<file path="src/hdl/mntt_pkg.sv">
// shared types and constants of the midi note timeout tracker
package mntt_pkg;

	localparam int BUCKET_SIZE = 32;

	// result kinds
	localparam logic [1:0] KIND_MASK = 2'd0;
	localparam logic [1:0] KIND_OFF  = 2'd1;
	localparam logic [1:0] KIND_ON   = 2'd2;

	// configuration register indexes
	localparam logic REG_EXPIRY  = 1'b0;
	localparam logic REG_RETRIG  = 1'b1;

	localparam logic [7:0] EXPIRY_RESET = 8'd5;
	localparam logic [7:0] RETRIG_RESET = 8'd1;

	typedef struct packed {
		logic [1:0]  kind;
		logic [1:0]  bucket;
		logic [31:0] off_mask;
		logic [6:0]  note_out;
		logic [3:0]  channel_out;
		logic [6:0]  velocity_out;
		logic        last;
	} mntt_result_t;

endpackage

</file>
<file path="src/hdl/midi_note_timeout_tracker_top.sv">
// midi note timeout tracker: sweep sequencer, active bitmap and configuration
// per request: lookup of the note, then a sweep of all notes giving one off-mask beat
// per bucket of 32, then a note-off beat on retrigger and a note-on beat on (re)start
// the sweep reads one start time per cycle from the single memory read port, holding
// when a bucket's beat waits for the output register; requests are taken only in idle
// reset: active bitmap cleared, expiry 5, retrigger 1; start times undefined
module midi_note_timeout_tracker_top
	import mntt_pkg::*;
#(
	parameter int NUM_NOTES = 128
) (
	input  logic        clk,
	input  logic        arst_n,
	input  logic        cfg_valid,
	output logic        cfg_ready,
	input  logic        cfg_index,
	input  logic [7:0]  cfg_data,
	input  logic        in_valid,
	output logic        in_ready,
	input  logic [6:0]  note,
	input  logic [3:0]  channel,
	input  logic [6:0]  velocity,
	input  logic [31:0] now_seconds,
	output logic        out_valid,
	input  logic        out_ready,
	output logic [1:0]  kind,
	output logic [1:0]  bucket,
	output logic [31:0] off_mask,
	output logic [6:0]  note_out,
	output logic [3:0]  channel_out,
	output logic [6:0]  velocity_out,
	output logic        last
);

	localparam int AW = $clog2(NUM_NOTES);
	localparam logic [AW-1:0] LAST_IDX = AW'(NUM_NOTES - 1);

	typedef enum logic [2:0] {
		ST_IDLE,
		ST_PRE,
		ST_SWEEP,
		ST_MSG_OFF,
		ST_MSG_ON
	} state_t;

	typedef enum logic [1:0] {
		ACT_NONE,
		ACT_ON,
		ACT_OFFON
	} action_t;

	state_t        state_q;
	action_t       act_q;
	action_t       act_d;
	logic [6:0]    note_q;
	logic [3:0]    chan_q;
	logic [6:0]    vel_q;
	logic [31:0]   now_q;
	logic [7:0]    expiry_q;
	logic [7:0]    retrig_q;
	logic [NUM_NOTES-1:0] active_q;
	logic [31:0]   mask_q;
	logic [AW-1:0] rd_addr_q;
	logic          issue_q;
	logic          sweep_vld_s1;
	logic [AW-1:0] sweep_idx_s1;

	logic          rd_en;
	logic [AW-1:0] rd_addr;
	logic [31:0]   rd_data;
	logic          wr_en;
	logic [31:0]   age;
	logic          note_ok;
	logic          sweep_end;
	logic          stall;
	logic          sweep_go;
	logic          expired_s1;
	logic [31:0]   cur_bit;
	logic          out_load;
	logic          out_free;
	mntt_result_t  out_d;
	mntt_result_t  out_q;

	assign cfg_ready = 1'b1;
	assign in_ready  = (state_q == ST_IDLE);

	assign age        = now_q - rd_data;
	assign note_ok    = (int'(note_q) < NUM_NOTES);
	assign sweep_end  = sweep_vld_s1 && (sweep_idx_s1[4:0] == 5'd31 || sweep_idx_s1 == LAST_IDX);
	assign stall      = (state_q == ST_SWEEP) && sweep_end && !out_free;
	assign sweep_go   = (state_q == ST_SWEEP) && sweep_vld_s1 && !stall;
	assign expired_s1 = active_q[sweep_idx_s1] && (age >= {24'd0, expiry_q});
	assign cur_bit    = 32'd1 << sweep_idx_s1[4:0];

	// decision for the requested note, taken before the sweep runs
	always_comb begin
		if (!note_ok) begin
			act_d = ACT_NONE;
		end else if (!active_q[note_q[AW-1:0]] || age >= {24'd0, expiry_q}) begin
			act_d = ACT_ON;
		end else if (age >= {24'd0, retrig_q}) begin
			act_d = ACT_OFFON;
		end else begin
			act_d = ACT_NONE;
		end
	end

	always_comb begin
		rd_en    = 1'b0;
		rd_addr  = rd_addr_q;
		wr_en    = 1'b0;
		out_load = 1'b0;
		out_d.kind         = KIND_MASK;
		out_d.bucket       = note_q[6:5];
		out_d.off_mask     = '0;
		out_d.note_out     = note_q;
		out_d.channel_out  = chan_q;
		out_d.velocity_out = vel_q;
		out_d.last         = 1'b0;
		case (state_q)
			ST_IDLE: begin
				rd_en   = in_valid;
				rd_addr = note[AW-1:0];
			end
			ST_PRE: begin
				rd_en   = 1'b1;
				rd_addr = '0;
			end
			ST_SWEEP: begin
				rd_en          = sweep_go && issue_q;
				out_load       = sweep_go && sweep_end;
				out_d.kind     = KIND_MASK;
				out_d.bucket   = 2'({2'b00, sweep_idx_s1} >> 5);
				out_d.off_mask = mask_q | (expired_s1 ? cur_bit : 32'd0);
				out_d.note_out = '0;
				out_d.last     = (sweep_idx_s1 == LAST_IDX) && (act_q == ACT_NONE);
			end
			ST_MSG_OFF: begin
				out_load   = out_free;
				out_d.kind = KIND_OFF;
			end
			ST_MSG_ON: begin
				out_load   = out_free;
				wr_en      = out_free;
				out_d.kind = KIND_ON;
				out_d.last = 1'b1;
			end
			default: begin
				rd_en = 1'b0;
			end
		endcase
	end

	always_ff @(posedge clk or negedge arst_n) begin
		if (!arst_n) begin
			state_q      <= ST_IDLE;
			act_q        <= ACT_NONE;
			active_q     <= '0;
			mask_q       <= '0;
			rd_addr_q    <= '0;
			issue_q      <= 1'b0;
			sweep_vld_s1 <= 1'b0;
			sweep_idx_s1 <= '0;
			note_q       <= '0;
			chan_q       <= '0;
			vel_q        <= '0;
			now_q        <= '0;
		end else begin
			case (state_q)
				ST_IDLE: begin
					if (in_valid) begin
						note_q  <= note;
						chan_q  <= channel;
						vel_q   <= velocity;
						now_q   <= now_seconds;
						state_q <= ST_PRE;
					end
				end
				ST_PRE: begin
					act_q        <= act_d;
					mask_q       <= '0;
					sweep_vld_s1 <= 1'b1;
					sweep_idx_s1 <= '0;
					rd_addr_q    <= AW'(1);
					issue_q      <= 1'b1;
					state_q      <= ST_SWEEP;
				end
				ST_SWEEP: begin
					if (sweep_go) begin
						if (expired_s1) begin
							active_q[sweep_idx_s1] <= 1'b0;
						end
						mask_q <= sweep_end ? 32'd0 : (mask_q | (expired_s1 ? cur_bit : 32'd0));
						if (issue_q) begin
							sweep_idx_s1 <= rd_addr_q;
							rd_addr_q    <= rd_addr_q + AW'(1);
							issue_q      <= (rd_addr_q != LAST_IDX);
						end
						if (sweep_idx_s1 == LAST_IDX) begin
							sweep_vld_s1 <= 1'b0;
							case (act_q)
								ACT_OFFON: state_q <= ST_MSG_OFF;
								ACT_ON:    state_q <= ST_MSG_ON;
								default:   state_q <= ST_IDLE;
							endcase
						end
					end
				end
				ST_MSG_OFF: begin
					if (out_free) begin
						state_q <= ST_MSG_ON;
					end
				end
				ST_MSG_ON: begin
					if (out_free) begin
						active_q[note_q[AW-1:0]] <= 1'b1;
						state_q <= ST_IDLE;
					end
				end
				default: begin
					state_q <= ST_IDLE;
				end
			endcase
		end
	end

	always_ff @(posedge clk or negedge arst_n) begin
		if (!arst_n) begin
			expiry_q <= EXPIRY_RESET;
			retrig_q <= RETRIG_RESET;
		end else if (cfg_valid) begin
			case (cfg_index)
				REG_EXPIRY: expiry_q <= cfg_data;
				REG_RETRIG: retrig_q <= cfg_data;
				default:    expiry_q <= expiry_q;
			endcase
		end
	end

	mntt_time_ram #(
		.DEPTH(NUM_NOTES),
		.AW(AW)
	) u_time_ram (
		.clk(clk),
		.rd_en(rd_en),
		.rd_addr(rd_addr),
		.rd_data(rd_data),
		.wr_en(wr_en),
		.wr_addr(note_q[AW-1:0]),
		.wr_data(now_q)
	);

	mntt_out_reg u_out_reg (
		.clk(clk),
		.arst_n(arst_n),
		.load(out_load),
		.d(out_d),
		.free(out_free),
		.valid(out_valid),
		.ready(out_ready),
		.q(out_q)
	);

	assign kind         = out_q.kind;
	assign bucket       = out_q.bucket;
	assign off_mask     = out_q.off_mask;
	assign note_out     = out_q.note_out;
	assign channel_out  = out_q.channel_out;
	assign velocity_out = out_q.velocity_out;
	assign last         = out_q.last;

`ifndef SYNTHESIS
	// a start time is written only together with the note-on beat
	a_write_with_on: assert property (@(posedge clk) disable iff (!arst_n)
		wr_en |-> (state_q == ST_MSG_ON && out_load))
		else $error("start time written outside note-on");

	// a stalled sweep must not disturb the held read data
	a_stall_no_read: assert property (@(posedge clk) disable iff (!arst_n)
		stall |-> !rd_en)
		else $error("memory read issued during sweep stall");

	// a beat is loaded only when the output register can take it
	a_load_free: assert property (@(posedge clk) disable iff (!arst_n)
		out_load |-> out_free)
		else $error("output register overwritten");

	a_accept_pre: assert property (@(posedge clk) disable iff (!arst_n)
		(in_valid && in_ready) |=> (state_q == ST_PRE))
		else $error("accepted request did not start lookup");
`endif

endmodule

</file>
<file path="src/hdl/mntt_time_ram.sv">
// start time memory, one write port and one registered read port
module mntt_time_ram #(
	parameter int DEPTH = 128,
	parameter int AW = 7
) (
	input  logic          clk,
	input  logic          rd_en,
	input  logic [AW-1:0] rd_addr,
	output logic [31:0]   rd_data,
	input  logic          wr_en,
	input  logic [AW-1:0] wr_addr,
	input  logic [31:0]   wr_data
);

	logic [31:0] mem [DEPTH];

	always_ff @(posedge clk) begin
		if (wr_en) begin
			mem[wr_addr] <= wr_data;
		end
		// data holds while no read is issued
		if (rd_en) begin
			rd_data <= mem[rd_addr];
		end
	end

endmodule

</file>
<file path="src/hdl/mntt_out_reg.sv">
// output register that parts the result channel from the sequencer
module mntt_out_reg
	import mntt_pkg::*;
(
	input  logic         clk,
	input  logic         arst_n,
	input  logic         load,
	input  mntt_result_t d,
	output logic         free,
	output logic         valid,
	input  logic         ready,
	output mntt_result_t q
);

	logic         valid_q;
	mntt_result_t data_q;

	assign free  = !valid_q || ready;
	assign valid = valid_q;
	assign q     = data_q;

	always_ff @(posedge clk or negedge arst_n) begin
		if (!arst_n) begin
			valid_q <= 1'b0;
		end else if (load) begin
			valid_q <= 1'b1;
		end else if (ready) begin
			valid_q <= 1'b0;
		end
	end

	always_ff @(posedge clk) begin
		if (load) begin
			data_q <= d;
		end
	end

endmodule
</file>
<file path="config.mk">
export PLATFORM = sky130hd
export DESIGN_NAME = midi_note_timeout_tracker_top
export DESIGN_NICKNAME = d
export VERILOG_FILES = /design/src/hdl/mntt_pkg.sv /design/src/hdl/midi_note_timeout_tracker_top.sv /design/src/hdl/mntt_time_ram.sv /design/src/hdl/mntt_out_reg.sv
export SDC_FILE = /design/constraint.sdc
export NUM_CORES = 2
export LEC_CHECK = 0
export BUFFER_PORTS_ARGS = -buffer_cell sky130_fd_sc_hd__buf_2
export CORE_MARGIN = 5
export CORE_UTILIZATION = 50
export CTS_CLUSTER_DIAMETER = 200
export CTS_CLUSTER_SIZE = 40
export DETAILED_ROUTE_END_ITERATION = 8
export GPL_TIMING_DRIVEN = 0
export PLACE_DENSITY = 0.65
export SYNTH_ARGS = -nofsm -noshare
export SYNTH_HDL_FRONTEND = slang
export SYNTH_SLANG_ARGS = --single-unit
</file>
<file path="constraint.sdc">
create_clock -name clk -period 8.6 [get_ports clk]
set_clock_uncertainty 0.2 [all_clocks]
set_input_delay 1.29 -clock clk [delete_from_list [all_inputs] [get_ports clk]]
set_output_delay 1.29 -clock clk [all_outputs]
set_load 0.005 [all_outputs]
</file>
==> flow_summary.json <==
{
  "synthSimpleGateAreaFrac": 0.168,
  "tightestPinTransition_ps": 1810,
  "path_common_cell": "ha_1",
  "clkLatencyLatePin_ps": 1050,
  "hold_path_class": "in2async",
  "whs_ps": 17.4,
  "power.switching_w": 0.0344,
  "initial_core_util": 0.502,
  "synthXorXnorAreaFrac": 0.000779,
  "ys_top_cells_by_area": "edfxtp_1 (70%), nand2_1 (8.8%), nand3_1 (5.8%)",
  "h-tree-depth": 3,
  "cts.sinks": 4431,
  "outcome": "finished with violations",
  "rsz0062_at_grt": "no",
  "crit_path_end_kind": "flip-flop",
  "p_int_w": 0.0380,
  "area_growth_pct": 9.20,
  "antenna_found_initial": 68,
  "port_buffers": 120,
  "p_leak_nw": 65.2,
  "syn_area_per_cell_sq_um": 12.7,
  "cts_buffers": 125,
  "yosysTopAreaCellShare": 0.698,
  "ys_ff_latch": 4431,
  "power.density_nw_per_um2": 368,
  "fmax_mhz": 115,
  "r2r_cells": 19,
  "crit_chain": "buf_16, inv_1, ha_1, fa_1, nor2b_1, o2111ai_1, and2_1, xnor2_1, ha_1, a21oi_1, o2111a_1, o21ai_0, a2111oi_1, nand3_1, or3b_1, or4b_1, buf_2, clkbuf_1, a22o_1",
  "cp-start-kind": "flip-flop",
  "wirelength_microns": 653000,
  "ios": 122,
  "cts_buffer_depth": 4,
  "slowest_stage": "or4b_1",
  "sequentialPowerShare": 0.393,
  "path_max_fanout": 73,
  "p_total_w": 0.0724,
  "setup-violations-final": 17,
  "chipHeight_microns": 610,
  "pre_cts_ws_ps": 195,
  "p_sw_frac": 0.476,
  "synth_top_family_by_area": "simple AND/OR/NAND/NOR gates",
  "synthAdderAreaFrac": 0.00345,
  "die_x_microns": 610,
  "yosysSeqAreaShare": 0.733,
  "fin_crit_sh": 1.01,
  "synth_flop_cell": "edfxtp_1",
  "drtAntennaViolNets": 0,
  "power_frac_clock": 0.126,
  "track_usage": 0.341,
  "post-place-cells": 19300,
  "slew_violations": 71,
  "yosysWarnings": 0,
  "stdcell_count": 19600,
  "vdd_drop_max_mv": 0.550,
  "cpPeakStageDelay_ps": 850,
  "drv_cap": 18,
  "drc": 0,
  "first_pass_iters": 7,
  "grt_max_degree": 100,
  "core_area_sq_um": 359000,
  "path_buf_inv": 4,
  "worstPathRequired_ps": 9140,
  "hold_buffers": 0,
  "clkTransAtPathRegs_ps": 150,
  "syn-num-nets": 14300,
  "grt_pass1_vias": 115000,
  "synth-compound-area-share": 0.0623,
  "place.gp.congestion": 1.10,
  "gr-total-overflow": 0,
  "wl_per_cell_microns": 33.4,
  "fin_nets": 14800,
  "vias": 125000,
  "relSlewSlack": -0.213,
  "post-dp-hpwl_microns": 474000,
  "drive_above_1_share": 0.0601,
  "syn_inst": 14200,
  "yosysTopAreaCell": "edfxtp_1",
  "synth_edf_count": 4183,
  "drt_iter0_markers": 20500,
  "dieArea_sq_um": 372000,
  "clockRootBuffer": "clkbuf_16",
  "rows": 220,
  "utilization": 0.548,
  "viasPerCell": 6.40,
  "synthMuxAreaShare": 0.00964,
  "tritoncts": "yes",
  "combPwrFrac": 0.481,
  "synthArstFlopShare": 0.0560,
  "fin_crit_ps": 8660,
  "crit_family": "compound AO/OA/AOI/OAI gates",
  "critical_path_class": "reg2reg",
  "finalHoldViolations": 0,
  "rrSetupSlack_ps": -60,
  "synth_area_sq_um": 180000,
  "critPathArrivalTime_ps": 9200,
  "grt_pass1_wl_microns": 893000,
  "worst_slack_ps": -61.2,
  "violations": "capacitance limit, slew limit, setup timing",
  "path_depth": 19,
  "synthDistinctLibCells": 81
}
-- cells in the final DEF, fill, tap and decap left out, drive strengths merged, types with 13 or more instances in the layout --
cell type,count
diode,39
mux4,41
a21o,54
buf,430
a21oi,183
a2bb2oi,107
nand3,2080
mux2,65
nor2,234
nor4,58
and2,17
ha,48
or3,16
a311oi,641
nand2,4220
o21ai,55
a22o,63
a211oi,104
a31oi,131
dfrtp,245
nand4,13
edfxtp,4183
o22ai,37
nand2b,16
and3,261
clkbuf,1167
nor3,66
nor2b,14
inv,61
-- worst register-to-register path, cell delays in order, from the launching register on --
cell       delay [ps]
dfrtp_4           830
buf_16            390
inv_1             280
ha_1              290
fa_1              420
nor2b_1           190
o2111ai_1         270
and2_1            310
xnor2_1           260
ha_1              250
a21oi_1           590
o2111a_1          500
o21ai_0           540
a2111oi_1         590
nand3_1           250
or3b_1            430
or4b_1            850
buf_2             290
clkbuf_1          260
a22o_1            380
-- metrics by stage --
step           TNS [ps]  area (sq um)
4_1_cts               0        196000
3_5_place_dp          0        193000
5_1_grt               0        196000
6_report           -429        196000
3_3_place_gp    -757800        187000
2_1_floorplan         0        180000
-- state kept, by name, summed over array words and instances (netlist names), 8 cells and up --
signal              count
expiry_q                8
active_q              128
retrig_q                8
u_time_ram.rd_data     32
now_q                  32
mask_q                 32
u_out_reg.q            55
u_time_ram.mem       4096
-- path summary, 6_finish.rpt --
path                                                      end                  from
worst max-delay path            u_out_reg.q[20]$_SDFFCE_PN0P_  now_q[0]$_DFFE_PN0P_
worst min-delay path                     now_q[2]$_DFFE_PN0P_                arst_n
worst max register to register  u_out_reg.q[20]$_SDFFCE_PN0P_  now_q[0]$_DFFE_PN0P_
worst min register to register       u_out_reg.q[2]$_DFFE_PP_  vel_q[1]$_DFFE_PN0P_
max in group asynchronous             retrig_q[1]$_DFFE_PN0P_                arst_n
min in group clk                     u_out_reg.q[2]$_DFFE_PP_  vel_q[1]$_DFFE_PN0P_
-- per-layer routing --
layer | global-route usage | up-vias | share of wire
li1 | - | 53200 | -
met1 | 0.453 | 62600 | 0.37
met2 | 0.509 | 7951 | 0.44
met3 | 0.0815 | 1364 | 0.12
met4 | 0.217 | 22 | 0.077
met5 | 0.00336 | - | 0.00043
-- synth_stat cells, drive strengths merged (6+ instances only) --
| cell | instances |
|---|---|
| nor3b | 7 |
| inv | 58 |
| buf | 84 |
| xor2 | 7 |
| a2bb2oi | 107 |
| o22ai | 37 |
| a211oi | 104 |
| a21oi | 183 |
| mux2i | 8 |
| mux4 | 41 |
| a31oi | 131 |
| a22o | 63 |
| mux2 | 65 |
| and3 | 261 |
| o21a | 11 |
| nor3 | 66 |
| ha | 48 |
| o211ai | 11 |
| nand4 | 13 |
| edfxtp | 4183 |
| nand2b | 16 |
| o21ai | 55 |
| xnor2 | 9 |
| and2 | 17 |
| nor4 | 58 |
| or3 | 16 |
| nand2 | 4220 |
| a311oi | 641 |
| nand3 | 2080 |
| nor2b | 14 |
| dfrtp | 245 |
| o221ai | 6 |
| a21o | 54 |
| clkbuf | 953 |
| nor2 | 234 |
-- area by class of cell --
class	instances	area, sq um
diodes	39	97.6
plain buffers	1037	4070
clock buffers	214	3480
clock inverters	6	97.6
fillers	29600	162000
inverters	58	218
multi-input cells	8657	45000
flip-flops and latches	4431	132000
well taps	4773	5970
repair buffers	346	5660
-- logic make-up after synthesis --
group                    count (synthesis)
multiplexers                           114
XOR/XNOR                                16
AO/OA/AOI/OAI                         1447
other                                    1
adder cells (fa/ha/maj)                 49
flip-flops                            4431
buffers and inverters                 1095
AND/OR/NAND/NOR                       7030
-- repair_timing --
action,CTS,global route
resized for setup,0,1
setup endpoints to repair,0,41
buffers inserted,0,1
-- power groups by stage --
stage | clock, W | sequential, W | combinational (W)
2_1_floorplan | 0 | 0.0295 | 0.0150
3_3_place_gp | 0 | 0.0330 | 0.0287
3_5_place_dp | 0 | 0.0289 | 0.0335
4_1_cts | 0.00908 | 0.0284 | 0.0336
5_1_grt | 0.00978 | 0.0285 | 0.0358
6_report | 0.00912 | 0.0285 | 0.0348
No activity file was read; power rests on OpenSTA's default activity.
